$ cat config.mk
export PLATFORM = sky130hd
export DESIGN_NAME = handheld_console_timer_core_flat
export DESIGN_NICKNAME = d
export VERILOG_FILES = /design/src/design/hct_pkg.sv /design/src/design/hct_ifs.sv /design/src/design/handheld_console_timer_core.sv /design/src/design/hct_cfg_regs.sv /design/src/design/hct_in_reg.sv /design/src/design/hct_count_core.sv /design/src/flat_wrapper.sv
export SDC_FILE = /design/constraint.sdc
export NUM_CORES = 1
export LEC_CHECK = 0
export ABC_AREA = 1
export BUFFER_PORTS_ARGS = -buffer_cell sky130_fd_sc_hd__buf_2
export CORE_UTILIZATION = 50
export CTS_CLUSTER_DIAMETER = 120
export DETAILED_ROUTE_END_ITERATION = 10
export PLACE_DENSITY = 0.66
export SLEW_MARGIN = 20
export SYNTH_ARGS = -nofsm -noshare
export SYNTH_HDL_FRONTEND = slang
export SYNTH_SLANG_ARGS = --single-unit
$ cat constraint.sdc
create_clock -name clk_i -period 3.7 [get_ports clk_i]
set_input_delay 0.555 -clock clk_i [delete_from_list [all_inputs] [get_ports clk_i]]
set_output_delay 0.555 -clock clk_i [all_outputs]
set_load 0.03 [all_outputs]
$ cat src/design/hct_pkg.sv
// Shared types, constants and helpers for the handheld console timer.
// No dependencies; every other file of the block refers to this package.
`default_nettype none

package hct_pkg;

  // Default divider period in machine clocks (a power of two, 16 to 1024).
  localparam int unsigned DivPeriodDefault = 256;

  localparam int unsigned CycW     = 8;   // elapsed clocks per word
  localparam int unsigned CntW     = 8;   // divider and timer counts
  localparam int unsigned TimResW  = 10;  // timer residue, below 1024
  localparam int unsigned TimSumW  = 11;  // residue plus one word of clocks
  localparam int unsigned TimIncW  = 7;   // counts per word, at most 1278 >> 4
  localparam int unsigned ShiftW   = 4;   // log2 of a timer period
  localparam int unsigned CfgIdxW  = 2;
  localparam int unsigned CfgDataW = 8;

  // Configuration register indexes
  localparam logic [CfgIdxW-1:0] RegTimerEnable = 2'd0;
  localparam logic [CfgIdxW-1:0] RegClockSelect = 2'd1;
  localparam logic [CfgIdxW-1:0] RegReloadValue = 2'd2;

  typedef enum logic [1:0] {
    SelP1024 = 2'd0,
    SelP16   = 2'd1,
    SelP64   = 2'd2,
    SelP256  = 2'd3
  } clk_sel_e;

  typedef struct packed {
    logic            timer_enable;
    clk_sel_e        clock_select;
    logic [CntW-1:0] reload_value;
  } cfg_t;

  // Input register contents handed to the counter stage
  typedef struct packed {
    logic            valid;
    logic [CycW-1:0] cycles;
  } stage_t;

  typedef struct packed {
    logic [CntW-1:0] divider_value;
    logic [CntW-1:0] timer_value;
    logic            timer_irq;
  } result_t;

  function automatic logic [ShiftW-1:0] period_shift(clk_sel_e sel);
    logic [ShiftW-1:0] sh;
    case (sel)
      SelP16:   sh = 4'd4;
      SelP64:   sh = 4'd6;
      SelP256:  sh = 4'd8;
      SelP1024: sh = 4'd10;
      default:  sh = 4'd10;
    endcase
    return sh;
  endfunction

endpackage

`default_nettype wire

$ cat src/design/hct_ifs.sv
// Channel interfaces of the handheld console timer: input, result, config.
// Depends on hct_pkg for widths.
`default_nettype none

interface hct_in_if;
  logic                      valid;
  logic                      ready;
  logic [hct_pkg::CycW-1:0]  elapsed_cycles;

  modport source (output valid, output elapsed_cycles, input ready);
  modport sink   (input valid, input elapsed_cycles, output ready);
endinterface

interface hct_out_if;
  logic                      valid;
  logic                      ready;
  logic [hct_pkg::CntW-1:0]  divider_value;
  logic [hct_pkg::CntW-1:0]  timer_value;
  logic                      timer_irq;

  modport source (output valid, output divider_value, output timer_value,
                  output timer_irq, input ready);
  modport sink   (input valid, input divider_value, input timer_value,
                  input timer_irq, output ready);
endinterface

interface hct_cfg_if;
  logic                         valid;
  logic                         ready;
  logic [hct_pkg::CfgIdxW-1:0]  index;
  logic [hct_pkg::CfgDataW-1:0] data;

  modport source (output valid, output index, output data, input ready);
  modport sink   (input valid, input index, input data, output ready);
endinterface

`default_nettype wire

$ cat src/design/handheld_console_timer_core.sv
// Top level of the handheld console divider/timer block.
// Depends on hct_pkg, the hct_*_if interfaces, hct_cfg_regs, hct_in_reg and hct_count_core.
//
// Usage:
//   in_if  : one word per instruction, elapsed_cycles = machine clocks since the last word.
//   out_if : exactly one result word per input word, in order: divider_value,
//            timer_value and timer_irq (1 when the timer overflowed and reloaded).
//   cfg_if : index 0 timer_enable, 1 clock_select (a clk_sel_e code that picks the timer
//            period), 2 reload_value; other indexes are ignored. ready is always 1.
//            Write only while no word is in flight.
//   Path: a word accepted sits in the input register, moves to the result register when
//   the counter stage advances, and shows on out_if right after it, where the sink can take it.
//   Throughput: one word per cycle while out_if.ready is high, set by the combinational
//   update of the counter stage (residue add, shift by the period, count add).
//   DivPeriod must be a power of two between 16 and 1024.
//   Stall: when out_if.ready is low the result register holds and the input register
//   still takes one more word; in_if.ready drops only once both are full.
//   Reset (rst_ni low, asynchronous): counters, residues and config go to zero,
//   both pipeline registers empty; there is no clearing pass.
`default_nettype none

module handheld_console_timer_core #(
  parameter int unsigned DivPeriod = hct_pkg::DivPeriodDefault
) (
  input  wire logic  clk_i,
  input  wire logic  rst_ni,
  hct_in_if.sink     in_if,
  hct_out_if.source  out_if,
  hct_cfg_if.sink    cfg_if
);

  hct_pkg::cfg_t    cfg;
  hct_pkg::stage_t  stage;
  hct_pkg::result_t res;
  logic             advance;
  logic             res_valid;

  hct_cfg_regs u_cfg (
    .clk_i  (clk_i),
    .rst_ni (rst_ni),
    .cfg_if (cfg_if),
    .cfg_o  (cfg)
  );

  hct_in_reg u_in (
    .clk_i     (clk_i),
    .rst_ni    (rst_ni),
    .valid_i   (in_if.valid),
    .cycles_i  (in_if.elapsed_cycles),
    .advance_i (advance),
    .ready_o   (in_if.ready),
    .stage_o   (stage)
  );

  hct_count_core #(
    .DivPeriod (DivPeriod)
  ) u_core (
    .clk_i       (clk_i),
    .rst_ni      (rst_ni),
    .stage_i     (stage),
    .cfg_i       (cfg),
    .out_ready_i (out_if.ready),
    .advance_o   (advance),
    .res_valid_o (res_valid),
    .res_o       (res)
  );

  assign out_if.valid         = res_valid;
  assign out_if.divider_value = res.divider_value;
  assign out_if.timer_value   = res.timer_value;
  assign out_if.timer_irq     = res.timer_irq;

endmodule

`default_nettype wire

$ cat src/design/hct_cfg_regs.sv
// Configuration registers of the handheld console timer.
// Depends on hct_pkg and the hct_cfg_if interface.
`default_nettype none

module hct_cfg_regs (
  input  wire logic         clk_i,
  input  wire logic         rst_ni,
  hct_cfg_if.sink           cfg_if,
  output hct_pkg::cfg_t     cfg_o
);

  hct_pkg::cfg_t cfg_q, cfg_d;

  assign cfg_if.ready = 1'b1;

  always_comb begin
    cfg_d = cfg_q;
    if (cfg_if.valid) begin
      case (cfg_if.index)
        hct_pkg::RegTimerEnable: cfg_d.timer_enable = cfg_if.data[0];
        hct_pkg::RegClockSelect: cfg_d.clock_select = hct_pkg::clk_sel_e'(cfg_if.data[1:0]);
        hct_pkg::RegReloadValue: cfg_d.reload_value = cfg_if.data[hct_pkg::CntW-1:0];
        default: ;  // no register there: ignored
      endcase
    end
  end

  always_ff @(posedge clk_i or negedge rst_ni) begin
    if (!rst_ni) begin
      cfg_q <= '{timer_enable: 1'b0, clock_select: hct_pkg::SelP1024,
                 reload_value: '0};
    end else begin
      cfg_q <= cfg_d;
    end
  end

  assign cfg_o = cfg_q;

endmodule

`default_nettype wire

$ cat src/design/hct_in_reg.sv
// Input register of the handheld console timer: holds one word of elapsed clocks.
// Depends on hct_pkg.
`default_nettype none

module hct_in_reg (
  input  wire logic                     clk_i,
  input  wire logic                     rst_ni,
  input  wire logic                     valid_i,
  input  wire logic [hct_pkg::CycW-1:0] cycles_i,
  input  wire logic                     advance_i,
  output logic                          ready_o,
  output hct_pkg::stage_t               stage_o
);

  logic                     valid_q;
  logic [hct_pkg::CycW-1:0] cycles_q;

  // Free slot, or the held word moves on this cycle
  assign ready_o = !valid_q || advance_i;

  always_ff @(posedge clk_i or negedge rst_ni) begin
    if (!rst_ni) begin
      valid_q <= 1'b0;
    end else if (ready_o) begin
      valid_q <= valid_i;
    end
  end

  always_ff @(posedge clk_i) begin
    if (ready_o && valid_i) begin
      cycles_q <= cycles_i;
    end
  end

  assign stage_o = '{valid: valid_q, cycles: cycles_q};

endmodule

`default_nettype wire

$ cat src/design/hct_count_core.sv
// Divider and timer counters with residues, plus the result register.
// Depends on hct_pkg.
`default_nettype none

module hct_count_core #(
  parameter int unsigned DivPeriod = hct_pkg::DivPeriodDefault
) (
  input  wire logic             clk_i,
  input  wire logic             rst_ni,
  input  wire hct_pkg::stage_t  stage_i,
  input  wire hct_pkg::cfg_t    cfg_i,
  input  wire logic             out_ready_i,
  output logic                  advance_o,
  output logic                  res_valid_o,
  output hct_pkg::result_t      res_o
);

  localparam int unsigned DivResW = $clog2(DivPeriod);
  localparam int unsigned DivSumW = ((DivResW > hct_pkg::CycW) ? DivResW : hct_pkg::CycW) + 1;

  logic [DivResW-1:0]          div_res_q, div_res_d;
  logic [hct_pkg::CntW-1:0]    div_cnt_q, div_cnt_d;
  logic [hct_pkg::TimResW-1:0] tim_res_q, tim_res_d;
  logic [hct_pkg::CntW-1:0]    tim_cnt_q, tim_cnt_d;
  logic                        res_valid_q;
  hct_pkg::result_t            res_q, res_d;

  logic [DivSumW-1:0]          div_sum;
  logic [hct_pkg::TimSumW-1:0] tim_sum;
  logic [hct_pkg::TimSumW-1:0] tim_mask;
  logic [hct_pkg::ShiftW-1:0]  tim_shift;
  logic [hct_pkg::TimIncW-1:0] tim_inc;
  logic [hct_pkg::CntW:0]      tim_next;
  logic                        irq;

  assign advance_o = !res_valid_q || out_ready_i;

  always_comb begin
    // Divider: period is a power of two, so count = sum >> log2, residue = low bits
    div_sum   = DivSumW'(div_res_q) + DivSumW'(stage_i.cycles);
    div_res_d = div_sum[DivResW-1:0];
    div_cnt_d = div_cnt_q + hct_pkg::CntW'(div_sum >> DivResW);

    tim_shift = hct_pkg::period_shift(cfg_i.clock_select);
    tim_sum   = hct_pkg::TimSumW'(tim_res_q) + hct_pkg::TimSumW'(stage_i.cycles);
    tim_mask  = (hct_pkg::TimSumW'(1) << tim_shift) - hct_pkg::TimSumW'(1);
    tim_inc   = hct_pkg::TimIncW'(tim_sum >> tim_shift);
    tim_next  = (hct_pkg::CntW+1)'(tim_cnt_q) + (hct_pkg::CntW+1)'(tim_inc);
    irq       = 1'b0;
    tim_res_d = tim_res_q;
    tim_cnt_d = tim_cnt_q;
    if (cfg_i.timer_enable) begin
      tim_res_d = hct_pkg::TimResW'(tim_sum & tim_mask);
      if (tim_next[hct_pkg::CntW]) begin
        tim_cnt_d = cfg_i.reload_value;
        irq       = 1'b1;
      end else begin
        tim_cnt_d = tim_next[hct_pkg::CntW-1:0];
      end
    end

    res_d = '{divider_value: div_cnt_d, timer_value: tim_cnt_d, timer_irq: irq};
  end

  always_ff @(posedge clk_i or negedge rst_ni) begin
    if (!rst_ni) begin
      div_res_q   <= '0;
      div_cnt_q   <= '0;
      tim_res_q   <= '0;
      tim_cnt_q   <= '0;
      res_valid_q <= 1'b0;
    end else if (advance_o) begin
      res_valid_q <= stage_i.valid;
      if (stage_i.valid) begin
        div_res_q <= div_res_d;
        div_cnt_q <= div_cnt_d;
        tim_res_q <= tim_res_d;
        tim_cnt_q <= tim_cnt_d;
      end
    end
  end

  always_ff @(posedge clk_i) begin
    if (advance_o && stage_i.valid) begin
      res_q <= res_d;
    end
  end

  assign res_valid_o = res_valid_q;
  assign res_o       = res_q;

  // A held word in the input register always lands in the result register
  a_word_lands: assert property (@(posedge clk_i) disable iff (!rst_ni)
    advance_o && stage_i.valid |=> res_valid_q)
    else $error("input word did not reach the result register");

  // Disabled timer never raises an interrupt
  a_irq_enable: assert property (@(posedge clk_i) disable iff (!rst_ni)
    advance_o && stage_i.valid && !cfg_i.timer_enable |=> !res_q.timer_irq)
    else $error("timer interrupt while timer disabled");

  // Interrupt result carries the reload value
  a_irq_reload: assert property (@(posedge clk_i) disable iff (!rst_ni)
    advance_o && stage_i.valid && irq |=> res_q.timer_value == $past(cfg_i.reload_value))
    else $error("timer value after overflow is not the reload value");

  // Counters hold when no word moves
  a_cnt_hold: assert property (@(posedge clk_i) disable iff (!rst_ni)
    !(advance_o && stage_i.valid) |=> $stable(div_cnt_q) && $stable(tim_cnt_q))
    else $error("counter changed without a word");

endmodule

`default_nettype wire
$ cat src/flat_wrapper.sv
// flat-port wrapper written by rule: the top's interface ports become plain ports
module handheld_console_timer_core_flat 
#(
  parameter int unsigned DivPeriod = hct_pkg::DivPeriodDefault
)
  (clk_i, rst_ni, in_if_valid, in_if_elapsed_cycles, in_if_ready, out_if_valid, out_if_divider_value, out_if_timer_value, out_if_timer_irq, out_if_ready, cfg_if_valid, cfg_if_index, cfg_if_data, cfg_if_ready);
  hct_in_if in_if_i ();
  hct_out_if out_if_i ();
  hct_cfg_if cfg_if_i ();
  input  wire logic clk_i;
  input  wire logic rst_ni;
  input wire logic [$bits(in_if_i.valid)-1:0] in_if_valid;
  input wire logic [$bits(in_if_i.elapsed_cycles)-1:0] in_if_elapsed_cycles;
  output wire logic [$bits(in_if_i.ready)-1:0] in_if_ready;
  output wire logic [$bits(out_if_i.valid)-1:0] out_if_valid;
  output wire logic [$bits(out_if_i.divider_value)-1:0] out_if_divider_value;
  output wire logic [$bits(out_if_i.timer_value)-1:0] out_if_timer_value;
  output wire logic [$bits(out_if_i.timer_irq)-1:0] out_if_timer_irq;
  input wire logic [$bits(out_if_i.ready)-1:0] out_if_ready;
  input wire logic [$bits(cfg_if_i.valid)-1:0] cfg_if_valid;
  input wire logic [$bits(cfg_if_i.index)-1:0] cfg_if_index;
  input wire logic [$bits(cfg_if_i.data)-1:0] cfg_if_data;
  output wire logic [$bits(cfg_if_i.ready)-1:0] cfg_if_ready;
  assign in_if_i.valid = in_if_valid;
  assign in_if_i.elapsed_cycles = in_if_elapsed_cycles;
  assign in_if_ready = in_if_i.ready;
  assign out_if_valid = out_if_i.valid;
  assign out_if_divider_value = out_if_i.divider_value;
  assign out_if_timer_value = out_if_i.timer_value;
  assign out_if_timer_irq = out_if_i.timer_irq;
  assign out_if_i.ready = out_if_ready;
  assign cfg_if_i.valid = cfg_if_valid;
  assign cfg_if_i.index = cfg_if_index;
  assign cfg_if_i.data = cfg_if_data;
  assign cfg_if_ready = cfg_if_i.ready;
  handheld_console_timer_core #(.DivPeriod(DivPeriod)) u_core (.clk_i(clk_i), .rst_ni(rst_ni), .in_if(in_if_i), .out_if(out_if_i), .cfg_if(cfg_if_i));
endmodule
==> impl_metrics.py, run 1 <==
metrics = {
    "run_status": {
        "outcome": "complete, no violations",
    },
    "yosys": {
        "syn_avg_cell_area_sq_um": 8.46,
        "yosys_warnings": 0,
        "synth_nets": 553,
        "ys_ff_latch": 72,
        "synth-edff-count": 25,
        "synth_cell_types": 38,
        "ys_seq_area_frac": 0.458,
        "syn_area_sq_mm": 0.00420,
        "synth_area_leaders": "dfrtp_1, edfxtp_1, nand2_1",
        "netlist_instances": 497,
        "ys.flop_type": "dfrtp_1",
        "async_reset_ff_frac": 0.653,
        "synth_area_leader_cell": "dfrtp_1",
        "synth_top_area_share": 0.280,
    },
    "clock_tree": {
        "cts_tree": "yes",
        "path_clk_slew_ns": 0.08,
        "cts_buffers": 9,
        "cts_max_level": 3,
        "clockRootBuffer": "clkbuf_8",
        "cts_buffer_depth": 2,
        "cts_setup_buffers": 0,
        "numClockSinks": 72,
        "cts_resized": 0,
        "clk_latency_ns": 0.34,
        "hold_buffers": 0,
    },
    "timing": {
        "worst_slew_pin_slew_ns": 0.635,
        "fin_ws_ns": 0.311,
        "rsz0062_at_grt": "false",
        "finalClockSkew_ns": 0.0108,
        "tns_ns": 0,
        "slew_viol_final": 0,
        "slew_headroom": 0.577,
        "hold_viol": 0,
        "period_minus_slack_ns": 3.39,
        "setup_viol": 0,
        "fmax_ghz": 0.295,
        "timing.hold.ws_ns": 0.235,
        "fin_crit_sh": 0.916,
    },
    "floorplanning": {
        "die_width_um": 93.7,
        "initial_core_util": 0.514,
        "row_count": 33,
        "core_sq_mm": 0.00818,
        "io_pins": 43,
        "die_area_sq_mm": 0.00878,
        "die_y_um": 93.7,
    },
    "drt": {
        "drtPass1Iterations": 5,
        "vias": 3333,
        "ant_nets": 0,
        "drc": 0,
        "routedWlPerCell_um": 13.2,
        "drt_iter0_markers": 109,
        "via_per_inst": 5.10,
        "wl_um": 8640,
    },
    "critical_path": {
        "critical_path_class": "flip-flop to flip-flop",
        "worst_ep_required_time_ns": 3.79,
        "arrival_ns": 3.48,
        "startpoint_type": "flip-flop",
        "path_max_fanout": 8,
        "setup.worst_path.end_class": "flip-flop",
    },
    "layout": {
        "nFillCells": 751,
        "area_growth_pct": 11.6,
        "instances_no_fill": 653,
        "final_common_cell": "nand2_1",
        "n_antenna_cell": 0,
        "final_area_sq_mm": 0.00469,
        "num-nets-final": 599,
        "finish.utilization": 0.574,
        "drive_above_1_share": 0.135,
        "final_cell_mix": "nand2_1, inv_1, nand3_1, dfrtp_1, buf_2",
    },
    "global_route": {
        "grt_first_pass_wirelength_um": 14500,
        "first_global_vias": 3078,
        "grt_use_total": 0.214,
        "grt-ovfl-total": 0,
        "antenna_found_initial": 0,
        "grt_max_degree": 48,
    },
    "placement": {
        "place_congestion": 0.830,
        "dp_slack_ns": 0.351,
        "place_inst": 637,
        "place_area_sq_mm": 0.00450,
        "dp_hpwl_um": 6480,
        "io_buffers": 41,
    },
    "power": {
        "p_switching_mw": 1.38,
        "power_density_mw_per_mm2": 711,
        "power_frac_seq": 0.372,
        "ir_worst_vdd_uv": 324,
        "finalPower_mw": 3.34,
        "comb_power_share": 0.451,
        "p_leak_nw": 2.45,
        "intPower_mw": 1.95,
        "swShare": 0.415,
        "clockPowerShare": 0.177,
    },
    "worst_hold_path": {
        "hold_path.class": "input pin to asynchronous set/reset pin",
    },
    "flow_run": {
        "maxCapViolations": 0,
    },
}
==> flip-flops by register name, summed over array words and instances (netlist names) <==
register,count
u_core.u_core.div_cnt_q,8
u_core.u_core.tim_cnt_q,8
u_core.u_core.tim_res_q,10
u_core.u_cfg.cfg_o,11
u_core.u_core.div_res_q,8
u_core.u_core.res_o,17
u_core.u_in.valid_q,1
u_core.u_in.cycles_q,8
u_core.u_core.res_valid_o,1
==> kinds of logic (layout without fill, tap and decap cells) <==
| group | count (synthesis) | in the layout | synth area share |
|---|---|---|---|
| buf+inv | 66 | 117 | 0.0649 |
| simple gates | 254 | 254 | 0.258 |
| compound gates | 50 | 50 | 0.0673 |
| flops | 72 | 72 | 0.458 |
| other cells | 1 | 1 | 0.000892 |
| xor+xnor | 16 | 16 | 0.0333 |
| mux | 5 | 5 | 0.0134 |
| fa+ha+maj | 33 | 33 | 0.104 |
==> path summary, 6_finish.rpt <==
| path | slack, ns | cells past startpoint | from | endpoint |
|---|---|---|---|---|
| min reg2reg | 0.49 | 2 | u_core.u_core.div_res_q[0]$_DFFE_PN0P_ | u_core.u_core.div_res_q[0]$_DFFE_PN0P_ |
| min in group clk_i | 0.38 | 1 | in_if_elapsed_cycles[7] | u_core.u_in.cycles_q[7]$_DFFE_PP_ |
| max in group asynchronous | 3.04 | 1 | rst_ni | u_core.u_core.div_res_q[1]$_DFFE_PN0P_ |
| min | 0.23 | 1 | rst_ni | u_core.u_cfg.cfg_o[3]$_DFFE_PN0P_ |
| max | 0.31 | 20 | u_core.u_in.cycles_q[0]$_DFFE_PP_ | u_core.u_core.res_o[6]$_DFFE_PP_ |
| max reg2reg | 0.31 | 20 | u_core.u_in.cycles_q[0]$_DFFE_PP_ | u_core.u_core.res_o[6]$_DFFE_PP_ |
==> layout make-up <==
type	count	area (sq um)	share of cell area
clock buffer	14	174	0.0371
clock inverter	2	12.5	0.00267
inverter	58	220	0.0469
multi-input combinational	359	2000	0.427
sequential	72	1930	0.411
tap	105	131	0.0280
timing repair buffer	43	223	0.0475
==> cell usage after synthesis, types with 2 or more instances <==
library cell	n
a21o_1	2
nor2_1	17
o21ai_1	5
nand3_1	47
o21ai_0	23
xnor2_1	6
nand2_1	171
o31ai_1	3
nor3_1	2
buf_2	3
dfrtp_1	47
xor2_1	10
nand2_2	3
mux2_2	5
buf_4	3
nand4_1	6
a21oi_1	10
ha_1	30
nand2_4	2
inv_1	55
nor2_4	2
fa_1	3
inv_2	2
edfxtp_1	25
o21bai_1	2
==> power groups by stage <==
stage / registers (mW) / logic, mW / clock network [mW]
after floorplan: 1.33 / 1.08 / 0
after global placement: 1.25 / 1.47 / 0
after detailed placement: 1.25 / 1.51 / 0
after CTS: 1.24 / 1.51 / 0.601
after global routing: 1.27 / 1.72 / 0.639
final: 1.24 / 1.51 / 0.591
==> per-layer routing <==
layer / share of wire / up-vias / global-route usage
met5: 0 / - / 0
met4: 0.0086 / 0 / 0.0590
met3: 0.038 / 8 / 0.0340
met2: 0.47 / 66 / 0.342
met1: 0.48 / 1541 / 0.300
li1: - / 1718 / -
==> critical path: stages, from the launching register on <==
cell and delay, ns:
edfxtp_1 0.41, ha_1 0.25, fa_1 0.41, nand3_1 0.09, nand2_1 0.11, nand2_1 0.10
nand2_1 0.07, nand2_1 0.10, nand3_1 0.09, nand3_1 0.09, nand2_1 0.06, ha_1 0.22
fa_1 0.44, nand3_1 0.11, nand3_2 0.09, nand2_2 0.08, nand2_4 0.10, nand2_4 0.10
inv_4 0.05, nand2_1 0.07, nand3_1 0.09
Note: power is estimated with default switching activity, not from simulation.
==> inputs of run 2 (changes only) <==
--- a/config.mk
+++ b/config.mk
@@ -10,8 +10,9 @@
 export CORE_UTILIZATION = 50
 export CTS_CLUSTER_DIAMETER = 120
 export DETAILED_ROUTE_END_ITERATION = 10
-export PLACE_DENSITY = 0.66
+export PLACE_DENSITY = 0.69
 export SLEW_MARGIN = 20
 export SYNTH_ARGS = -nofsm -noshare
 export SYNTH_HDL_FRONTEND = slang
+export SYNTH_HIERARCHICAL = 1
 export SYNTH_SLANG_ARGS = --single-unit
==> constraint.sdc (replaced) <==
create_clock -name clk_i -period 2.8 [get_ports clk_i]
set_input_delay 0.42 -clock clk_i [delete_from_list [all_inputs] [get_ports clk_i]]
set_output_delay 0.42 -clock clk_i [all_outputs]
set_load 0.03 [all_outputs]
==> run 2 against run 1 <==
Against the previous run: hold slack worse by 0.070 ns; clock power up 40%; non-clock buffer count up 65; synthesized cell count up 7.8%; setup slack worse by 0.60 ns; the run now ends with negative setup slack left; via count up 16%; sequential power up 38%; clock-buffer cell count down 4; clock skew about the same; global-route usage up 2.8 points.
==> impl_metrics.py, run 2 <==
metrics = {
    "run_status": {
        "outcome": "finished with violations",
        "violations": "negative setup slack",
    },
    "clock_tree": {
        "clockRootBuffer": "clkbuf_8",
        "cts_tree": "yes",
        "hold_buffers": 0,
        "path_clk_slew_ns": 0.08,
        "cts_buffer_depth": 2,
        "numClockSinks": 72,
        "cts_buffers": 9,
        "clk_latency_ns": 0.36,
        "cts_max_level": 3,
    },
    "yosys": {
        "async_reset_ff_frac": 0.653,
        "synth-edff-count": 25,
        "synth_nets": 592,
        "syn_area_sq_mm": 0.00441,
        "synth_most_common_cell": "nand2_1",
        "synth_top_area_share": 0.267,
        "yosys-top-cells-count": "nand2_1, inv_1, nand3_1",
        "synth_area_leader_cell": "dfrtp_1",
        "yosys_warnings": 6,
        "ys_seq_area_frac": 0.437,
        "netlist_instances": 536,
        "synth_cell_types": 42,
        "synth_area_leaders": "dfrtp_1, edfxtp_1, nand2_1",
        "ys_ff_latch": 72,
        "syn_avg_cell_area_sq_um": 8.23,
        "ys.flop_type": "dfrtp_1",
    },
    "critical_path": {
        "rr_worst_depth": 20,
        "path_common_cell": "nand2_2",
        "crit_cells": 20,
        "worst_ep_required_time_ns": 2.90,
        "critical_path_class": "flip-flop to flip-flop",
        "path_max_fanout": 5,
        "crit_path_cell_trace": "ha_4 -> fa_2 -> nand2_2 -> nand3_2 -> nand3_2 -> nand2_2 -> nand2_2 -> nand3_2 -> buf_4 -> nand2_1 -> nor2_1 -> ha_2 -> nand2_2 -> nor2_2 -> nand2_4 -> nand2_8 -> buf_12 -> a21oi_2 -> nand2_1 -> o21ai_1",
        "timing.critical_path.max_delay_family": "simple AND/OR/NAND/NOR gates",
        "cpPeakStageDelay_ns": 0.43,
        "arrival_ns": 3.20,
        "setup.worst_path.end_class": "flip-flop",
        "cp.buffers_inverters": 2,
        "startpoint_type": "flip-flop",
        "critPathSlowestCell": "edfxtp_1",
    },
    "layout": {
        "n_antenna_cell": 0,
        "area_growth_pct": 31.3,
        "final_area_sq_mm": 0.00579,
        "regArea_sq_mm": 0.00193,
        "num-nets-final": 699,
        "drive_above_1_share": 0.332,
        "nFillCells": 671,
        "final_common_cell": "nand2_1",
        "multi_input_area_sq_mm": 0.00254,
        "instances_no_fill": 753,
        "largest_reg_flops": 17,
        "final_cell_mix": "nand2_1, buf_4, inv_1",
    },
    "placement": {
        "dp_hpwl_um": 7050,
        "place_congestion": 0.915,
        "place_area_sq_mm": 0.00503,
        "dp_slack_ns": -0.329,
        "io_buffers": 41,
        "place_inst": 714,
    },
    "global_route": {
        "use_met2": 0.405,
        "grt_use_met1": 0.305,
        "antenna_found_initial": 0,
        "grt_first_pass_wirelength_um": 16800,
        "grt_use_total": 0.241,
        "met3_usage": 0.0427,
        "first_global_vias": 3775,
        "top_usage_layer": "met2",
        "grt_max_degree": 48,
        "grt-ovfl-total": 0,
    },
    "drt": {
        "drc": 0,
        "ant_nets": 0,
        "drt_iter0_markers": 160,
        "vias": 3866,
        "via_per_inst": 5.13,
        "routedWlPerCell_um": 13.4,
        "drtPass1Iterations": 4,
        "wl_um": 10100,
    },
    "timing": {
        "period_minus_slack_ns": 3.09,
        "tns_ns": -3.31,
        "hold_viol": 0,
        "setup_viol": 19,
        "slew_viol_final": 0,
        "finalClockSkew_ns": 0.0106,
        "fin_crit_sh": 1.10,
        "slew_headroom": 0.463,
        "worst_slew_pin_slew_ns": 0.806,
        "rsz0062_at_grt": "true",
        "fmax_ghz": 0.323,
        "fin_ws_ns": -0.292,
    },
    "worst_hold_path": {
        "hold_path.class": "input pin to asynchronous set/reset pin",
    },
    "floorplanning": {
        "row_count": 33,
        "initial_core_util": 0.526,
        "die_y_um": 95.9,
        "core_sq_mm": 0.00838,
        "die_area_sq_mm": 0.00920,
        "io_pins": 43,
        "die_width_um": 95.9,
    },
    "power": {
        "p_leak_nw": 2.96,
        "power_density_mw_per_mm2": 1030,
        "ir_worst_vdd_uv": 514,
    },
    "flow_run": {
        "maxCapViolations": 0,
    },
}
-- run 2: kinds of logic (layout without fill, tap and decap cells) --
kind of cell	Yosys count	count (layout)	share of synthesized area
AND/OR/NAND/NOR	292	292	0.291
buffers and inverters	77	189	0.0752
flip-flops	72	72	0.437
AO/OA/AOI/OAI	47	47	0.0681
adder cells (fa/ha/maj)	33	33	0.0987
XOR/XNOR	14	14	0.0295
other	1	1	0.000850
-- run 2: cell type report --
class                   instances  share of cell area
multi-input cells             387               0.438
flip-flops and latches         72               0.333
repair buffers                108               0.130
inverters                      65              0.0430
well taps                     105              0.0227
clock buffers                  10              0.0220
clock inverters                 6              0.0119
-- run 2: power breakdown --
| part | switching (mW) | total [mW] | internal (mW) |
|---|---|---|---|
| clock network | 0.412 | 0.828 | 0.416 |
| logic | 1.84 | 3.44 | 1.61 |
| registers | 0.265 | 1.71 | 1.45 |
| total | 2.51 | 5.99 | 3.47 |
-- run 2: per-stage QoR --
step | hold slack (ns) | power, mW | util
3_3_place_gp | 0.461 | 4.31 | 0.601
6_report | 0.164 | 5.99 | 0.691
5_1_grt | 0.214 | 6.48 | 0.691
3_5_place_dp | 0.460 | 4.40 | 0.601
4_1_cts | 0.167 | 5.64 | 0.664
2_1_floorplan | 0.124 | 3.52 | -
-- run 2: timing repair --
item                                    CTS  global route
pin swaps                                23            31
gates resized for setup                  37            39
cloned                                    1             0
setup buffers                            18             4
endpoints found under the setup margin   22            27
-- run 2: routing by layer --
layer | vias up | routed length, um
met2 | 68 | 4910
li1 | 1967 | -
met5 | - | 0
met3 | 17 | 321
met4 | 0 | 172
met1 | 1814 | 4670
-- run 2: worst paths after layout --
check                                                  start                                endpoint  slack [ns]
setup reg to reg           u_core/u_in/cycles_q[0]$_DFFE_PP_        u_core/u_core/res_o[8]$_DFFE_PP_       -0.29
hold reg to reg            u_core/u_cfg/cfg_o[6]$_DFFE_PN0P_       u_core/u_cfg/cfg_o[6]$_DFFE_PN0P_        0.48
hold / removal                                        rst_ni  u_core/u_core/div_res_q[2]$_DFFE_PN0P_        0.16
max in group asynchronous                             rst_ni  u_core/u_core/tim_cnt_q[5]$_DFFE_PN0P_        2.20
min in group clk_i                   in_if_elapsed_cycles[1]       u_core/u_in/cycles_q[1]$_DFFE_PP_        0.23
setup / recovery           u_core/u_in/cycles_q[0]$_DFFE_PP_        u_core/u_core/res_o[8]$_DFFE_PP_       -0.29
